`config.mk`:
```
export PLATFORM = sky130hd
export DESIGN_NAME = one_wire_bus_master_top
export DESIGN_NICKNAME = d
export VERILOG_FILES = /design/src/rtl/core/owbm_pkg.sv /design/src/rtl/core/owbm_front.sv /design/src/rtl/core/owbm_fifo.sv /design/src/rtl/core/owbm_back.sv /design/src/rtl/core/one_wire_bus_master_top.sv
export SDC_FILE = /design/constraint.sdc
export NUM_CORES = 1
export LEC_CHECK = 0
export BUFFER_PORTS_ARGS = -buffer_cell sky130_fd_sc_hd__buf_2
export CAP_MARGIN = 20
export CORE_UTILIZATION = 51
export CTS_BUF_LIST = sky130_fd_sc_hd__clkbuf_4
export DETAILED_ROUTE_END_ITERATION = 10
export GPL_TIMING_DRIVEN = 0
export MAX_ROUTING_LAYER = met4
export PLACE_DENSITY = 0.83
export SLEW_MARGIN = 10
export SYNTH_ARGS = -nofsm -noshare
export SYNTH_HDL_FRONTEND = slang
export SYNTH_SLANG_ARGS = --single-unit
export TNS_END_PERCENT = 1
```
`constraint.sdc`:
```
create_clock -name clk -period 4.37 [get_ports clk]
set_input_delay 0.437 -clock clk [delete_from_list [all_inputs] [get_ports clk]]
set_output_delay 0.437 -clock clk [all_outputs]
set_load 0.05 [all_outputs]
```
`src/rtl/core/owbm_pkg.sv`:
```
// ----------------------------------------------------------------------------
// owbm_pkg
// Shared types, timing constants and slot helpers for the 1-Wire bus master.
// ----------------------------------------------------------------------------
package owbm_pkg;

  // Command codes as they arrive on the input stream
  typedef enum logic [2:0] {
    CMD_NONE  = 3'd0,
    CMD_RESET = 3'd1,
    CMD_WBYTE = 3'd2,
    CMD_RBYTE = 3'd3,
    CMD_WBIT  = 3'd4,
    CMD_RBIT  = 3'd5
  } owbm_cmd_e;

  // Bus phase of the slot engine
  typedef enum logic [1:0] {
    PH_IDLE  = 2'd0,
    PH_RESET = 2'd1,
    PH_WRITE = 2'd2,
    PH_READ  = 2'd3
  } owbm_phase_e;

  // Register word indexes on the configuration port
  localparam logic REG_TPU = 1'b0;

  localparam int unsigned US_W     = 10;
  localparam int unsigned QUEUE_DEPTH = 2;

  // Slot timing in microseconds
  localparam logic [US_W-1:0] RST_LOW    = US_W'(500);
  localparam logic [US_W-1:0] RST_SAMPLE = US_W'(500 + 60);
  localparam logic [US_W-1:0] RST_TOTAL  = US_W'(500 + 60 + 420);
  localparam logic [US_W-1:0] W1_LOW     = US_W'(10);
  localparam logic [US_W-1:0] W1_TOTAL   = US_W'(10 + 55);
  localparam logic [US_W-1:0] W0_LOW     = US_W'(65);
  localparam logic [US_W-1:0] W0_TOTAL   = US_W'(65 + 5);
  localparam logic [US_W-1:0] RD_LOW     = US_W'(3);
  localparam logic [US_W-1:0] RD_SAMPLE  = US_W'(3 + 10);
  localparam logic [US_W-1:0] RD_TOTAL   = US_W'(3 + 10 + 57);

  // One classified tick, front to back
  typedef struct packed {
    owbm_cmd_e  cmd;
    logic [7:0] data;
    logic       level;
  } owbm_item_t;

  // Queue status seen by the front and the back
  typedef struct packed {
    logic full;
    logic not_empty;
  } owbm_qstat_t;

  // Back-end status for observation
  typedef struct packed {
    owbm_phase_e phase;
    logic        pop;
  } owbm_bstat_t;

  // Length of the low part of the current slot
  function automatic logic [US_W-1:0] slot_low(owbm_phase_e ph, logic bit0);
    logic [US_W-1:0] v;
    unique case (ph)
      PH_RESET: v = RST_LOW;
      PH_WRITE: v = bit0 ? W1_LOW : W0_LOW;
      default:  v = RD_LOW;
    endcase
    return v;
  endfunction

  // Total length of the current slot
  function automatic logic [US_W-1:0] slot_total(owbm_phase_e ph, logic bit0);
    logic [US_W-1:0] v;
    unique case (ph)
      PH_RESET: v = RST_TOTAL;
      PH_WRITE: v = bit0 ? W1_TOTAL : W0_TOTAL;
      default:  v = RD_TOTAL;
    endcase
    return v;
  endfunction

endpackage

```
`src/rtl/core/owbm_front.sv`:
```
// ----------------------------------------------------------------------------
// owbm_front
// Input side: takes transactions from the stream and classifies the command.
// ----------------------------------------------------------------------------
module owbm_front
  import owbm_pkg::*;
(
  input  logic        rst_n,
  input  logic        in_tvalid,
  output logic        in_tready,
  input  logic [8:0]  in_tdata,   // [7:0] data_in, [8] bus_level
  input  logic [2:0]  in_tuser,   // [2:0] cmd
  input  owbm_qstat_t qstat,
  output logic        push,
  output owbm_item_t  item
);

  owbm_cmd_e cmd_cls;

  // Codes outside the command set behave as no command
  always_comb begin
    unique case (in_tuser)
      CMD_RESET, CMD_WBYTE, CMD_RBYTE, CMD_WBIT, CMD_RBIT: begin
        cmd_cls = owbm_cmd_e'(in_tuser);
      end
      default: begin
        cmd_cls = CMD_NONE;
      end
    endcase
  end

  assign in_tready  = rst_n & ~qstat.full;
  assign push       = in_tvalid & in_tready;
  assign item.cmd   = cmd_cls;
  assign item.data  = in_tdata[7:0];
  assign item.level = in_tdata[8];

endmodule

```
`src/rtl/core/owbm_fifo.sv`:
```
// ----------------------------------------------------------------------------
// owbm_fifo
// Short queue between front and back so each side can stall on its own.
// ----------------------------------------------------------------------------
module owbm_fifo
  import owbm_pkg::*;
#(
  parameter int unsigned DEPTH = QUEUE_DEPTH
) (
  input  logic        clk,
  input  logic        rst_n,
  input  logic        push,
  input  owbm_item_t  wr_item,
  input  logic        pop,
  output owbm_item_t  rd_item,
  output owbm_qstat_t qstat
);

  localparam int unsigned PTR_W = (DEPTH > 1) ? $clog2(DEPTH) : 1;
  localparam int unsigned CNT_W = $clog2(DEPTH + 1);
  localparam logic [PTR_W-1:0] LAST = PTR_W'(DEPTH - 1);

  owbm_item_t       mem [DEPTH];
  logic [PTR_W-1:0] wr_ptr_r, wr_ptr_nxt, rd_ptr_r, rd_ptr_nxt;
  logic [CNT_W-1:0] cnt_r, cnt_nxt;
  logic             do_push, do_pop;

  assign do_push = push & (cnt_r != CNT_W'(DEPTH));
  assign do_pop  = pop & (cnt_r != '0);

  // Pointer and fill-count update
  always_comb begin
    wr_ptr_nxt = wr_ptr_r;
    rd_ptr_nxt = rd_ptr_r;
    cnt_nxt    = cnt_r;
    if (do_push) wr_ptr_nxt = (wr_ptr_r == LAST) ? '0 : wr_ptr_r + 1'b1;
    if (do_pop)  rd_ptr_nxt = (rd_ptr_r == LAST) ? '0 : rd_ptr_r + 1'b1;
    priority if (do_push && !do_pop) cnt_nxt = cnt_r + 1'b1;
    else if (do_pop && !do_push)     cnt_nxt = cnt_r - 1'b1;
  end

  always_ff @(posedge clk) begin
    if (!rst_n) begin
      wr_ptr_r <= '0;
      rd_ptr_r <= '0;
      cnt_r    <= '0;
    end else begin
      wr_ptr_r <= wr_ptr_nxt;
      rd_ptr_r <= rd_ptr_nxt;
      cnt_r    <= cnt_nxt;
    end
  end

  // Storage
  always_ff @(posedge clk) begin
    if (do_push) mem[wr_ptr_r] <= wr_item;
  end

  assign rd_item         = mem[rd_ptr_r];
  assign qstat.full      = (cnt_r == CNT_W'(DEPTH));
  assign qstat.not_empty = (cnt_r != '0);

endmodule

```
`src/rtl/core/owbm_back.sv`:
```
// ----------------------------------------------------------------------------
// owbm_back
// Slot engine: runs one tick per queued transaction and registers the result.
// ----------------------------------------------------------------------------
module owbm_back
  import owbm_pkg::*;
(
  input  logic        clk,
  input  logic        rst_n,
  input  logic [7:0]  tpu,
  input  owbm_qstat_t qstat,
  input  owbm_item_t  item,
  output logic        pop,
  output owbm_bstat_t bstat,
  output logic        out_tvalid,
  input  logic        out_tready,
  output logic [15:0] out_tdata
);

  owbm_phase_e     phase_r, phase_nxt;
  logic [7:0]      presc_r, presc_nxt;
  logic [US_W-1:0] us_r, us_nxt;
  logic [3:0]      bits_r, bits_nxt;
  logic [7:0]      shift_r, shift_nxt;
  logic            byte_r, byte_nxt;
  logic            seen_r, seen_nxt;
  logic            out_vld_r;
  logic [15:0]     out_data_r, res_data;

  logic [8:0]      pre, tpu_eff;
  logic [US_W-1:0] us_inc;
  logic [3:0]      bits_dec;
  logic            done, pres, rej, drive, busy;
  logic [7:0]      rdata;

  // Take a tick when the output register is free or being drained
  assign pop = qstat.not_empty & (~out_vld_r | out_tready);

  assign tpu_eff  = (tpu == 8'd0) ? 9'd1 : {1'b0, tpu};
  assign pre      = {1'b0, presc_r} + 9'd1;
  assign us_inc   = us_r + 1'b1;
  assign bits_dec = (bits_r != 4'd0) ? bits_r - 4'd1 : 4'd0;

  // Next state and result of one tick
  always_comb begin
    phase_nxt = phase_r;
    presc_nxt = presc_r;
    us_nxt    = us_r;
    bits_nxt  = bits_r;
    shift_nxt = shift_r;
    byte_nxt  = byte_r;
    seen_nxt  = seen_r;
    done      = 1'b0;
    pres      = 1'b0;
    rej       = 1'b0;
    rdata     = 8'd0;
    if (pop) begin
      if (phase_r == PH_IDLE) begin
        // Start of a command: this tick is microsecond zero of the first slot
        if (item.cmd != CMD_NONE) begin
          presc_nxt = '0;
          us_nxt    = '0;
          byte_nxt  = (item.cmd == CMD_RBYTE);
          unique case (item.cmd)
            CMD_RESET: begin
              phase_nxt = PH_RESET; bits_nxt = 4'd1; shift_nxt = '0; seen_nxt = 1'b0;
            end
            CMD_WBYTE: begin
              phase_nxt = PH_WRITE; bits_nxt = 4'd8; shift_nxt = item.data;
            end
            CMD_RBYTE: begin
              phase_nxt = PH_READ; bits_nxt = 4'd8; shift_nxt = '0;
            end
            CMD_WBIT: begin
              phase_nxt = PH_WRITE; bits_nxt = 4'd1; shift_nxt = {7'd0, item.data[0]};
            end
            CMD_RBIT: begin
              phase_nxt = PH_READ; bits_nxt = 4'd1; shift_nxt = '0;
            end
            default: begin
              phase_nxt = phase_r;
            end
          endcase
        end
      end else begin
        rej = (item.cmd != CMD_NONE);
        if (pre >= tpu_eff) begin
          // Microsecond boundary
          presc_nxt = '0;
          us_nxt    = us_inc;
          if (phase_r == PH_RESET && us_inc == RST_SAMPLE) seen_nxt = ~item.level;
          if (phase_r == PH_READ && us_inc == RD_SAMPLE)
            shift_nxt = byte_r ? {item.level, shift_r[7:1]} : {7'd0, item.level};
          if (us_inc >= slot_total(phase_r, shift_r[0])) begin
            // Slot end, also first tick of the next slot
            if (phase_r == PH_WRITE) shift_nxt = {1'b0, shift_r[7:1]};
            bits_nxt = bits_dec;
            us_nxt   = '0;
            if (bits_dec == 4'd0) begin
              done      = 1'b1;
              pres      = (phase_r == PH_RESET) & seen_nxt;
              rdata     = (phase_r == PH_READ) ? shift_nxt : 8'd0;
              phase_nxt = PH_IDLE;
            end
          end
        end else begin
          presc_nxt = pre[7:0];
        end
      end
    end
    busy  = (phase_nxt != PH_IDLE);
    drive = busy & (us_nxt < slot_low(phase_nxt, shift_nxt[0]));
    res_data = {3'd0, rej, rdata, pres, done, busy, drive};
  end

  // Engine state
  always_ff @(posedge clk) begin
    if (!rst_n) begin
      phase_r <= PH_IDLE;
      presc_r <= '0;
      us_r    <= '0;
      bits_r  <= '0;
      shift_r <= '0;
      byte_r  <= 1'b0;
      seen_r  <= 1'b0;
    end else begin
      phase_r <= phase_nxt;
      presc_r <= presc_nxt;
      us_r    <= us_nxt;
      bits_r  <= bits_nxt;
      shift_r <= shift_nxt;
      byte_r  <= byte_nxt;
      seen_r  <= seen_nxt;
    end
  end

  // Output register
  always_ff @(posedge clk) begin
    if (!rst_n) begin
      out_vld_r <= 1'b0;
    end else if (pop) begin
      out_vld_r <= 1'b1;
    end else if (out_tready) begin
      out_vld_r <= 1'b0;
    end
  end

  always_ff @(posedge clk) begin
    if (pop) out_data_r <= res_data;
  end

  assign out_tvalid  = out_vld_r;
  assign out_tdata   = out_data_r;
  assign bstat.phase = phase_r;
  assign bstat.pop   = pop;

endmodule

```
`src/rtl/core/one_wire_bus_master_top.sv`:
```
// ----------------------------------------------------------------------------
// one_wire_bus_master_top
// 1-Wire bus master: reset/presence, bit and byte write/read slots.
// ----------------------------------------------------------------------------
// Each input transaction is one tick of bus time and yields exactly one output
// transaction with the drive level and status after that tick. While the
// output is not stalled, a transaction is taken every clock cycle: the front
// decodes it into a short queue, the slot engine consumes one queued tick per
// cycle into an output register, so throughput is one per cycle.
// Backpressure on the output stalls the engine; the queue then fills and
// in_tready drops. ticks_per_microsecond (byte address 0) sets how many ticks
// make one microsecond; write it only while no operation is running.
// ----------------------------------------------------------------------------
module one_wire_bus_master_top
  import owbm_pkg::*;
#(
  parameter int unsigned QDEPTH = QUEUE_DEPTH
) (
  input  logic        clk,
  input  logic        rst_n,
  // input stream
  input  logic        in_tvalid,
  output logic        in_tready,
  input  logic [15:0] in_tdata,    // [7:0] data_in, [8] bus_level
  input  logic [2:0]  in_tuser,    // [2:0] cmd
  // result stream
  output logic        out_tvalid,
  input  logic        out_tready,
  output logic [15:0] out_tdata,   // [0] drive_low, [1] busy_res, [2] op_done,
                                   // [3] presence, [11:4] read_data, [12] cmd_rejected
  // configuration
  input  logic        cfg_psel,
  input  logic        cfg_penable,
  input  logic        cfg_pwrite,
  input  logic [2:0]  cfg_paddr,
  input  logic [31:0] cfg_pwdata,
  output logic [31:0] cfg_prdata,
  output logic        cfg_pready
);

  logic        tpu_sel;
  logic [7:0]  tpu_val_r;
  owbm_qstat_t qstat;
  owbm_item_t  wr_item, rd_item;
  owbm_bstat_t bstat;
  logic        push, pop, cfg_wr;

  // Configuration register
  assign cfg_pready = 1'b1;
  assign cfg_wr     = cfg_psel & cfg_penable & cfg_pwrite & cfg_pready;

  always_ff @(posedge clk) begin
    if (!rst_n) begin
      tpu_val_r <= 8'd1;
    end else if (cfg_wr && cfg_paddr[2] == REG_TPU) begin
      tpu_val_r <= cfg_pwdata[7:0];
    end
  end

  assign tpu_sel    = (cfg_paddr[2] == REG_TPU);
  assign cfg_prdata = tpu_sel ? {24'd0, tpu_val_r} : 32'd0;

  owbm_front u_front (
    .rst_n     (rst_n),
    .in_tvalid (in_tvalid),
    .in_tready (in_tready),
    .in_tdata  (in_tdata[8:0]),
    .in_tuser  (in_tuser),
    .qstat     (qstat),
    .push      (push),
    .item      (wr_item)
  );

  owbm_fifo #(.DEPTH(QDEPTH)) u_fifo (
    .clk     (clk),
    .rst_n   (rst_n),
    .push    (push),
    .wr_item (wr_item),
    .pop     (pop),
    .rd_item (rd_item),
    .qstat   (qstat)
  );

  owbm_back u_back (
    .clk        (clk),
    .rst_n      (rst_n),
    .tpu        (tpu_val_r),
    .qstat      (qstat),
    .item       (rd_item),
    .pop        (pop),
    .bstat      (bstat),
    .out_tvalid (out_tvalid),
    .out_tready (out_tready),
    .out_tdata  (out_tdata)
  );

  // A valid command taken while idle starts an operation
  a_start: assert property (@(posedge clk) disable iff (!rst_n)
    (pop && bstat.phase == PH_IDLE && rd_item.cmd != CMD_NONE)
      |=> (bstat.phase != PH_IDLE))
    else $error("command did not start an operation");

  // A valid command taken while busy is flagged as rejected
  a_reject: assert property (@(posedge clk) disable iff (!rst_n)
    (pop && bstat.phase != PH_IDLE && rd_item.cmd != CMD_NONE)
      |=> (out_tvalid && out_tdata[12]))
    else $error("busy command not rejected");

  // Engine state only moves on a consumed tick
  a_hold: assert property (@(posedge clk) disable iff (!rst_n)
    !pop |=> $stable(bstat.phase))
    else $error("phase changed without a tick");

endmodule
```
# After elaboration in Yosys (flattened, before gate mapping)
# Memories as Yosys holds them, arrays and structs flattened. A register that Yosys moved wholly into a read port is not among the register bits.
# Cells that the tools add are included.
[classes] n_addsub=7 magnitude_cmp=3 n_eq_ne=23 mux=59 n_bitwise=18 n_reduce_logical=32
[op_table] op="8-bit 2-to-1 mux" n=12
[op_table] op="10-bit 2-to-1 mux" n=8
[op_table] op="10-bit one-hot mux with 2 select lines" n=2
[op_table] op="8-bit one-hot mux with 3 select lines" n=1
[op_table] op="4-bit 2-to-1 mux" n=5
[op_table] op="1-bit 2-to-1 mux" n=18
[op_table] op="2-bit 2-to-1 mux" n=8
[op_table] op="3-bit by 2-bit equality test with 1-bit output (second input constant)" n=4
[op_table] op="3-bit equality test (second input constant)" n=4
[op_table] op="2-bit nonzero test" n=6
[op_table] op="10-bit by 1-bit adder with 10-bit output (second input constant)" n=1
[op_table] op="10-bit equality test (second input constant)" n=1
[op_table] op="10-bit by 4-bit equality test with 1-bit output (second input constant)" n=1
[op_table] op="10-bit >= comparator" n=1
[op_table] op="10-bit less-than comparator" n=1
[op_table] op="5-bit OR reduction" n=2
[op_table] op="8-bit by 1-bit adder with 9-bit output (second input constant)" n=1
[op_table] op="1-bit bitwise AND" n=9
[op_table] op="9-bit >= comparator" n=1
[op_table] op="3-bit OR reduction" n=3
[op_table] op="2-bit equality test (second input constant)" n=4
[op_table] op="8-bit zero test" n=1
[op_table] op="1-bit NOT" n=8
[op_table] op="4-bit one-hot mux with 2 select lines" n=1
[op_table] op="other kinds (25)" n=39
[totals] ff_bits=60 mem_bits_rw=24 inputBits=61 out_inout_bits=51 elab_cells=161 mem_count=1
[memory_table] name="u_fifo.mem" depth=2 width=12 read_ports=1 rd_ports_with_merged_regs=1 write_ports=1 line_no="owbm_fifo.sv:23" text="owbm_item_t mem [DEPTH];"

# Logic depth before layout (Yosys ltp)
# Gate-level depths: netlist (run 1).
[logic_depth] word_depth=15 ltp_mapped=23 mapped_depth_nobuf=22

# Modules after synthesis
# From an unflattened synthesis (run 1), not the netlist that was laid out.
[unflattened] cells_unflattened=591 hier_area_um2=5500.3
[by_module_without_submodules] module="owbm_back" n_inst=1 cells_each=445 area_each_um2=3702.3 seq_area_each_um2=1091.0
[by_module_without_submodules] module="owbm_fifo" n_inst=1 cells_each=62 area_each_um2=1097.3 seq_area_each_um2=820.8
[by_module_without_submodules] module="one_wire_bus_master_top" n_inst=1 cells_each=70 area_each_um2=595.6 seq_area_each_um2=160.2
[by_module_without_submodules] module="owbm_front" n_inst=1 cells_each=14 area_each_um2=105.1 seq_area_each_um2=0.0

# Worst setup path before layout (run 1)
# No wires, ideal clock.
[synth_path] path_type="register to register" start="register u_back.us_r[1]" end="register u_back.out_data_r[0] (netlist: u_back.out_tdata[0]) (data pin)" setup_time_ps=133 arrival_ps=4423 t_required_ps=4237 path_slack_ps=-186 stages_incl_launch_ff=21 path_buffers=0 period_less_slack_ps=4556 path_cell_list="dfxtp_1 ha_1 and4_1 nor2b_1 xor2_1 ha_1 and3b_1 a221o_1 o221a_4 o211ai_1 a21o_1 a22oi_1 ha_1 nand3_1 ha_1 a21o_1 a21o_1 a21oi_1 nor2_1 a2111oi_0 o2111a_1"
[synth_via] elab_chain_len=13 word_cells_on_any_way=26 cone_classes="add/sub (1); order compare (2); eq/ne (3); mux (17); bitwise (1); reduce/logical (2)"
[synth_lines] item="start, declared" line_no="owbm_back.sv:22" text="logic [US_W-1:0] us_r, us_nxt;"
[synth_lines] item="start signal, assigned" line_no="owbm_back.sv:129" text="us_r <= us_nxt;"
[synth_lines] item="branches (longest 12 deep; another with 10-bit by 1-bit adder with 10-bit output)"
[synth_lines] item="1-bit bitwise AND *" line_no="owbm_back.sv:112" text="drive = busy & (us_nxt < slot_low(phase_nxt, shift_nxt[0]));"
[synth_lines] item="net u_back.drive" line_no="owbm_back.sv:33" text="logic done, pres, rej, drive, busy;"
[synth_lines] item="end signal, assigned" line_no="owbm_back.sv:149" text="if (pop) out_data_r <= res_data;"
[synth_lines] item="end, declared" line_no="owbm_back.sv:28" text="logic [15:0] out_data_r, res_data;"
# Mark *: on every way through the listed nets, which the timed path passes. The select of a mux whose other input is x is not followed.
# A chain may end at the register's enable or synchronous reset.

# Worst setup path in the final report (run 1)
[layout_path] start="register u_back.phase_r[1]" end="register u_back.out_data_r[0] (netlist: u_back.out_tdata[0]) (data pin)"
[layout_via] elab_chain_len=14 word_cells_on_any_way=34 cone_classes="order compare (2); eq/ne (5); mux (23); bitwise (1); reduce/logical (3)"
[layout_lines] item="start, declared" line_no="owbm_back.sv:20" text="owbm_phase_e phase_r, phase_nxt;"
[layout_lines] item="start signal, assigned" line_no="owbm_back.sv:127" text="phase_r <= phase_nxt;"
[layout_lines] item="2-bit equality test / 2-bit by 1-bit equality test with 1-bit output (equally long branches)" line_no="owbm_pkg.sv:76" text="unique case (ph)"
[layout_lines] item="10-bit one-hot mux with 2 select lines" line_no="owbm_pkg.sv:76"
[layout_lines] item="10-bit 2-to-1 mux" line_no="owbm_back.sv:87" text="if (pre >= tpu_eff) begin"
[layout_lines] item="10-bit 2-to-1 mux" line_no="owbm_back.sv:58" text="if (phase_r == PH_IDLE) begin"
[layout_lines] item="10-bit 2-to-1 mux" line_no="owbm_back.sv:57" text="if (pop) begin"
[layout_lines] item="10-bit >= comparator" line_no="owbm_back.sv:94" text="if (us_inc >= slot_total(phase_r, shift_r[0])) begin"
[layout_lines] item="2-bit 2-to-1 mux" line_no="owbm_back.sv:94"
[layout_lines] item="2-bit 2-to-1 mux" line_no="owbm_back.sv:87"
[layout_lines] item="2-bit 2-to-1 mux" line_no="owbm_back.sv:58"
[layout_lines] item="2-bit 2-to-1 mux *" line_no="owbm_back.sv:57"
[layout_lines] item="net u_back.phase_nxt[1]" line_no="owbm_back.sv:20"
[layout_lines] item="2-bit equality test / 2-bit by 1-bit equality test with 1-bit output (equally long branches)" line_no="owbm_pkg.sv:65" text="unique case (ph)"
[layout_lines] item="10-bit one-hot mux with 2 select lines" line_no="owbm_pkg.sv:65"
[layout_lines] item="10-bit less-than comparator" line_no="owbm_back.sv:112"
[layout_lines] item="1-bit bitwise AND *" line_no="owbm_back.sv:112"
[layout_lines] item="net u_back.drive" line_no="owbm_back.sv:33"
# The timed path passes the listed nets; every way through them passes the cells marked *. The select of a mux whose other input is x is not followed.

==> run metrics, run 1 <==
Worst-Skew Late Latency 0.45 ns; DRC Markers 0; Worst Tran Pin Value ~0.79 ns; NetSw approximately 1.6 mW; clk sinks between 80 and 90; cts hold-fix bufs 0; WP data required ~4.6 ns; standard-cell row count 36; Starting DRT DRC Count around 330; EDFF count, synth 37; RSZ-0062 raised after global routing yes; worst vdd ir 385 uV; Primary FF master, synth dfxtp_1; post-DR vias/cell about 5.8; Seq/Total Area, Yosys between 30% and 40%; Clock Skews approximately 0.018 ns; CP Max Fanout 11; H-Tree Depth 3; CP Data Arrival Time 4.86 ns; overall power roughly 3.5 mW; yosys warns 0; CTS tree done; Final ANT Viol Nets 0; Rel. slew slack between 40% and 50%; Pwr per Cell Area around 520 nW/um2; Clk pwr share between 10% and 20%; Net count, final 776; Post-Synth Adder-Cell Area slightly below 9%; Simple-Gate Fraction of Synth Area ~18%; Peak Freq between 200 and 250 MHz; Placer Congestion about 0.94; Area growth syn-to-layout 28.0%; Mapped Cells 550; Final period util 106%; Ports ~110; worst setup path startpoint u_back.phase_r[1]$_SDFF_PN0_; most frequent cell after synthesis nand2_1; Crit Reg-Reg Endpoint u_back.out_tdata[0]$_DFFE_PP_; WS Path Type flip-flop to flip-flop; failing checks negative setup slack; CTS Buf Count 9; multiplexer area fraction after synthesis 4.28%; final instance area between 6000 and 7000 um2; # port buffers around 50; Final WS setup -0.283 ns; Syn Area/Cell about 9.5 um2; DP Wirelength 9030 um; share of cells above drive strength 1 between 30% and 40%; Cell variety after synth 74; cell taking the most area after synthesis edfxtp_1; drt wl/cell between 15 and 20 um; Die Ht 103 um; Synth Area in XOR/XNOR approximately 3.2%; asr flop ratio synth 0%; DR pass1 iterations 5; largest family of logic cells by synthesized area compound AO/OA/AOI/OAI gates; setup TNS -0.283 ns; min Tclk post-route about 4.7 ns; clk slew on worst S/H paths around 0.15 ns; Critical Path End u_back.out_tdata[0]$_DFFE_PP_; status complete, but fails checks; Slew Viols, Final 0; gr ovfl total 0; CTS root buf clkbuf_4; Placed Area 5770 um2; r2r startpoint u_back.phase_r[1]$_SDFF_PN0_; top cell type's share of synthesized area around a fifth; hold slack 0.165 ns; core footprint 9820 um2; Static Leak between 2 and 3 nW; sequential share of power 30.3%; Switching Fraction a little under half; initial antenna violation count 0; Int Power approximately 1.9 mW; mapped cell area ~5200 um2; ant diodes 0; clock tree buffer depth 2; largest net degree at the start of global routing 21; Post-Route WL around 14000 um; first-pass GRT wire length roughly 21000 um; Final Hold Fails 0; vias in the first global route around 4500; Starting Density approximately 53%; die width a little over 100 um; die area 10600 um2; Startpoint Class flip-flop; synthesized flop and latch total 85; reg-to-reg slack, setup -0.28 ns; max cap viols 0; Comb power frac between 50 and 60%; setup violators final 1; Crit. End Element flip-flop; post-synthesis compound-gate area fraction a little under a fifth; dominant cells by area after synthesis edfxtp_1, dfxtp_1, ha_1; DR vias 4704; top cells by count, synth nand2_1, dfxtp_1, nor2_1; Reg2Reg Depth 22; Min-Delay Path Class input pin to flip-flop; total track usage around 27%
-- sequential cells by signal, indices dropped and copies added, names as in the netlist, 2 cells and up, named ones only --
| name | count |
|---|---|
| u_back.us_r | 10 |
| u_fifo.cnt_r | 2 |
| u_back.bits_r | 4 |
| u_back.shift_r | 8 |
| u_back.presc_r | 8 |
| u_back.out_tdata | 13 |
| tpu_val_r | 8 |
| u_back.phase_r | 2 |
| u_fifo.mem | 24 |
-- cells in the final DEF (no fill, tap or decap), types with 13 or more instances in the layout --
cell type,instances
o21ai_0,22
inv_1,22
buf_6,16
ha_1,27
nand2_1,49
buf_4,61
conb_1,28
buf_2,50
dfxtp_1,39
edfxtp_1,37
nor2b_1,14
and2_1,16
a21boi_0,18
clkbuf_1,13
nor2_1,35
a21oi_1,13
-- through the flow --
stage                     util (%)  worst slack, ns  std cells
after CTS                     66.2           -0.176        813
after global routing          67.9           -0.451        818
final                         67.9           -0.283        818
after global placement        58.7           -0.633        758
after detailed placement      58.7           -0.761        758
after floorplan                  -          0.00520        576
-- layer usage --
metal	track usage (%)	routed length, um	part of all wire, %
met1	31.0	5450	39
met2	46.6	7080	51
met3	4.34	830	5.9
met4	15.0	612	4.4
met5	-	0	0
-- kinds of logic (layout without fill, tap and decap cells) --
kind of cell             Yosys count  in the layout
AO/OA/AOI/OAI                    127            127
XOR/XNOR                          19             19
adder cells (fa/ha/maj)           37             37
buffers and inverters             76            185
flip-flops                        85             85
multiplexers                      21             21
other                              2             28
AND/OR/NAND/NOR                  183            183
-- final cells by class --
class | instances | area [um2]
plain buffers | 47 | 309
clock buffers | 9 | 67.6
clock inverters | 7 | 103
fillers | 713 | 3150
inverters | 28 | 113
multi-input cells | 415 | 3180
flip-flops and latches | 85 | 2090
well taps | 133 | 166
repair buffers | 94 | 632
-- power by group through the flow --
stage          clock [mW]  sequential (mW)  combinational, mW
2_1_floorplan           0             1.21              0.907
5_1_grt             0.575             1.06               1.96
3_5_place_dp            0             1.05               1.40
3_3_place_gp            0             1.05               1.34
4_1_cts             0.543             1.04               1.66
6_report            0.546             1.05               1.86
-- how the worst min path moves through the flow --
| stage | cells after the start | end | slack [ns] | startpoint |
|---|---|---|---|---|
| 2_1_floorplan | 2 | tpu_val_r[1]$_SDFFE_PN0P_ | 0.44 | tpu_val_r[1]$_SDFFE_PN0P_ |
| 3_3_place_gp | 2 | tpu_val_r[1]$_SDFFE_PN0P_ | 0.45 | tpu_val_r[1]$_SDFFE_PN0P_ |
| 3_5_place_dp | 2 | tpu_val_r[2]$_SDFFE_PN0P_ | 0.46 | tpu_val_r[2]$_SDFFE_PN0P_ |
| 4_1_cts | 1 | u_fifo.mem[0][1]$_DFFE_PP_ | 0.16 | in_tdata[0] |
| 5_1_grt | 1 | u_fifo.mem[1][7]$_DFFE_PP_ | 0.15 | in_tdata[6] |
| 6_report | 1 | u_fifo.mem[0][1]$_DFFE_PP_ | 0.17 | in_tdata[0] |
-- critical path, stage by stage, from the launching register on --
cell       delay [ns]
dfxtp_2          0.40
inv_1            0.09
ha_2             0.22
clkinv_4         0.11
o21ai_0          0.21
ha_1             0.26
o21ai_0          0.17
a21oi_1          0.06
o31a_1           0.32
o221a_4          0.27
o211ai_1         0.24
a21o_1           0.19
a22oi_2          0.09
inv_2            0.13
ha_4             0.16
inv_4            0.04
a2111oi_4        0.34
o21ai_1          0.13
ha_2             0.36
nand3_4          0.09
nor3_4           0.14
a21bo_2          0.24
o2111a_1         0.15
-- repair_timing --
action / in CTS / in global routing
resized for setup: 57 / 33
endpoints found under the setup margin: 1 / 11
pin swaps: 28 / 15
buffers inserted: 40 / 5
No activity file was read; power rests on OpenSTA's default activity.
==> run 2, diff against run 1 <==
- RECOVER_POWER: not set -> 100
- SETUP_SLACK_MARGIN: not set -> 0.15
==> run 2 against run 1 <==
Net effect: the run still ends with negative setup slack left; clock skew shrank 0.0017 ns; global-route usage down 1.2 points; maximum frequency is 1.0% lower; total power down 7.0%; sequential cell count unchanged; critical path type unchanged; final area fell by 2.2%; cell count unchanged; utilization shrank 1.5 points; wire length shrank 3.5%; critical path depth decreased by 1; via count fell by 1.0%; die area unchanged.
==> run metrics, run 2 (synthesis results as in run 1) <==
Worst-Skew Late Latency 0.46 ns (about the same); share of cells above drive strength 1 26.9% (-5.7 points); die area 10600 um2 (unchanged); Worst Tran Pin Value 0.826 ns (+0.0376 ns); Final WS setup -0.332 ns (-0.0493 ns); Largest delay share family, worst path compound AO/OA/AOI/OAI gates; Crit Reg-Reg Endpoint u_back.out_tdata[0]$_DFFE_PP_; DP Wirelength 8950 um (-0.90%); die width 103 um (unchanged); hold path depth 1 (unchanged); drt wl/cell 16.5 um (-3.5%); Clock Skews 0.0161 ns (-0.00170 ns); Die Ht 103 um (unchanged); DRC Markers 0 (unchanged); Post-Route WL 13500 um (-3.5%); Placed Area 5820 um2 (+0.93%); overall power 3.21 mW (-7.0%); CTS tree done; reg-to-reg slack, setup -0.33 ns (-0.05 ns); Area growth syn-to-layout 25.2%; most common cell after layout, fill and taps aside buf_4; CTS Buf Count 9 (unchanged); clk sinks 85 (unchanged); DR vias 4656 (-1.0%); Final period util 108% (+1.1 points); Crit. End Element flip-flop; Final ANT Viol Nets 0 (unchanged); worst hold endpoint u_fifo.mem[0][1]$_DFFE_PP_; Placer Congestion 0.876 (-7.0%); largest reg by FF count u_fifo.mem; clock tree buffer depth 2 (unchanged); CP Data Arrival Time 5.02 ns (+0.16 ns); ant diodes 0 (unchanged); CTS root buf clkbuf_4; post-DR vias/cell 5.69 (-1.0%); H-Tree Depth 3 (unchanged); Rel. slew slack 44.4% (-2.5 points); final design utilization 66.4% (-1.5 points); RSZ-0062 raised after global routing yes; failing checks negative setup slack; cts hold-fix bufs 0 (unchanged); Peak Freq 213 MHz (-1.0%); r2r startpoint u_back.presc_r[0]$_SDFFE_PN0P_; Crit-path slowest cell dfxtp_4; setup violators final 10 (+9); largest net degree at the start of global routing 21 (unchanged); clk slew on worst S/H paths 0.14 ns (about the same); critical path cell sequence ha_4 -> and3_4 -> and3_4 -> xor2_2 -> ha_1 -> and3_4 -> a221o_1 -> a31oi_4 -> o21ai_4 -> o211ai_1 -> a21o_1 -> a22oi_2 -> ha_1 -> nand3_2 -> ha_4 -> a21o_1 -> a21o_1 -> a21oi_2 -> nor2_1 -> a2111oi_2 -> o2111a_1; WP data required 4.69 ns (+0.11 ns); Starting DRT DRC Count 275 (-17%); max reg flops 24 (unchanged); max cap viols 0 (unchanged); Ports 112 (unchanged); Net count, final 776 (unchanged); worst hold start in_tdata[0]; crit path buf inv count 0 (-4); Pwr per Cell Area 492 nW/um2 (-4.9%); Final Hold Fails 0 (unchanged); status complete, but fails checks; Reg2Reg Depth 21 (-4.5%); worst vdd ir 393 uV (+2.1%); Starting Density 53.0% (unchanged); number of fill cells 795 (+12%); Static Leak 2.63 nW (-4.4%); initial antenna violation count 0 (unchanged); DR pass1 iterations 5 (unchanged); min Tclk post-route 4.70 ns (+0.0493 ns); # port buffers 49 (unchanged); CP Max Fanout 4 (-7); final instance area 6520 um2 (-2.2%); WS Path Type flip-flop to flip-flop; Slew Viols, Final 0 (unchanged); first-pass GRT wire length 20600 um (-4.2%); Min-Delay Path Class input pin to flip-flop; core footprint 9820 um2 (unchanged); Place WS -0.695 ns (+0.0657 ns); Startpoint Class flip-flop; standard-cell row count 36 (unchanged); vias in the first global route 4423 (-2.1%); most frequent cells in the layout buf_4, nand2_1, clkbuf_1, dfxtp_1; total track usage 26.2% (-1.2 points); max incr delay on CP 0.39 ns (about the same); gr ovfl total 0 (unchanged)
-- run 2: how the worst max path moves through the flow --
stage | from | end | slack, ns | cells past startpoint
floorplan | u_back.presc_r[0]$_SDFFE_PN0P_ | u_back.out_tdata[0]$_DFFE_PP_ | 0.06 | 21
global placement | u_back.presc_r[0]$_SDFFE_PN0P_ | u_back.out_tdata[0]$_DFFE_PP_ | -0.51 | 21
detailed placement | u_back.presc_r[0]$_SDFFE_PN0P_ | u_back.out_tdata[0]$_DFFE_PP_ | -0.70 | 21
CTS | u_back.presc_r[1]$_SDFFE_PN0P_ | u_back.out_tdata[0]$_DFFE_PP_ | -0.30 | 21
global route | u_back.presc_r[0]$_SDFFE_PN0P_ | u_back.out_tdata[0]$_DFFE_PP_ | -0.44 | 21
finish | u_back.presc_r[0]$_SDFFE_PN0P_ | u_back.out_tdata[0]$_DFFE_PP_ | -0.33 | 21
-- run 2: area by class of cell --
class / instances / area (um2) / area share [%]
Buffer: 48 / 318 / 4.87
Multi-Input combinational cell: 415 / 3120 / 47.9
Clock buffer: 9 / 67.6 / 1.04
Sequential cell: 85 / 2100 / 32.2
Clock inverter: 7 / 97.6 / 1.50
Inverter: 28 / 114 / 1.75
Tap cell: 133 / 166 / 2.55
Timing Repair Buffer: 93 / 536 / 8.21
-- run 2: what timing repair did --
action,CTS,global route
pin swaps,14,22
setup buffers,33,10
gates resized for setup,28,25
endpoints found under the setup margin,1,11
-- run 2: power breakdown --
| group | internal, mW | switching (mW) | total (mW) |
|---|---|---|---|
| registers | 0.970 | 0.0678 | 1.04 |
| logic | 0.550 | 1.08 | 1.63 |
| clock network | 0.236 | 0.303 | 0.540 |
-- run 2: per-stage QoR --
stage | hold WS [ns] | cells | TNS [ns]
final | 0.155 | 818 | -1.36
after floorplan | 0.443 | 576 | 0
after global routing | 0.130 | 818 | -2.86
after CTS | 0.138 | 807 | -1.31
after global placement | 0.453 | 758 | -0.509
after detailed placement | 0.466 | 758 | -0.695
-- run 2: layer usage --
metal  global-route usage, %  up-vias  wire, um
li1                        -     2203         -
met1                    29.9     2209      5590
met2                    44.5      205      6800
met3                    4.61       39       701
met4                    13.0        0       399
met5                       -        -         0
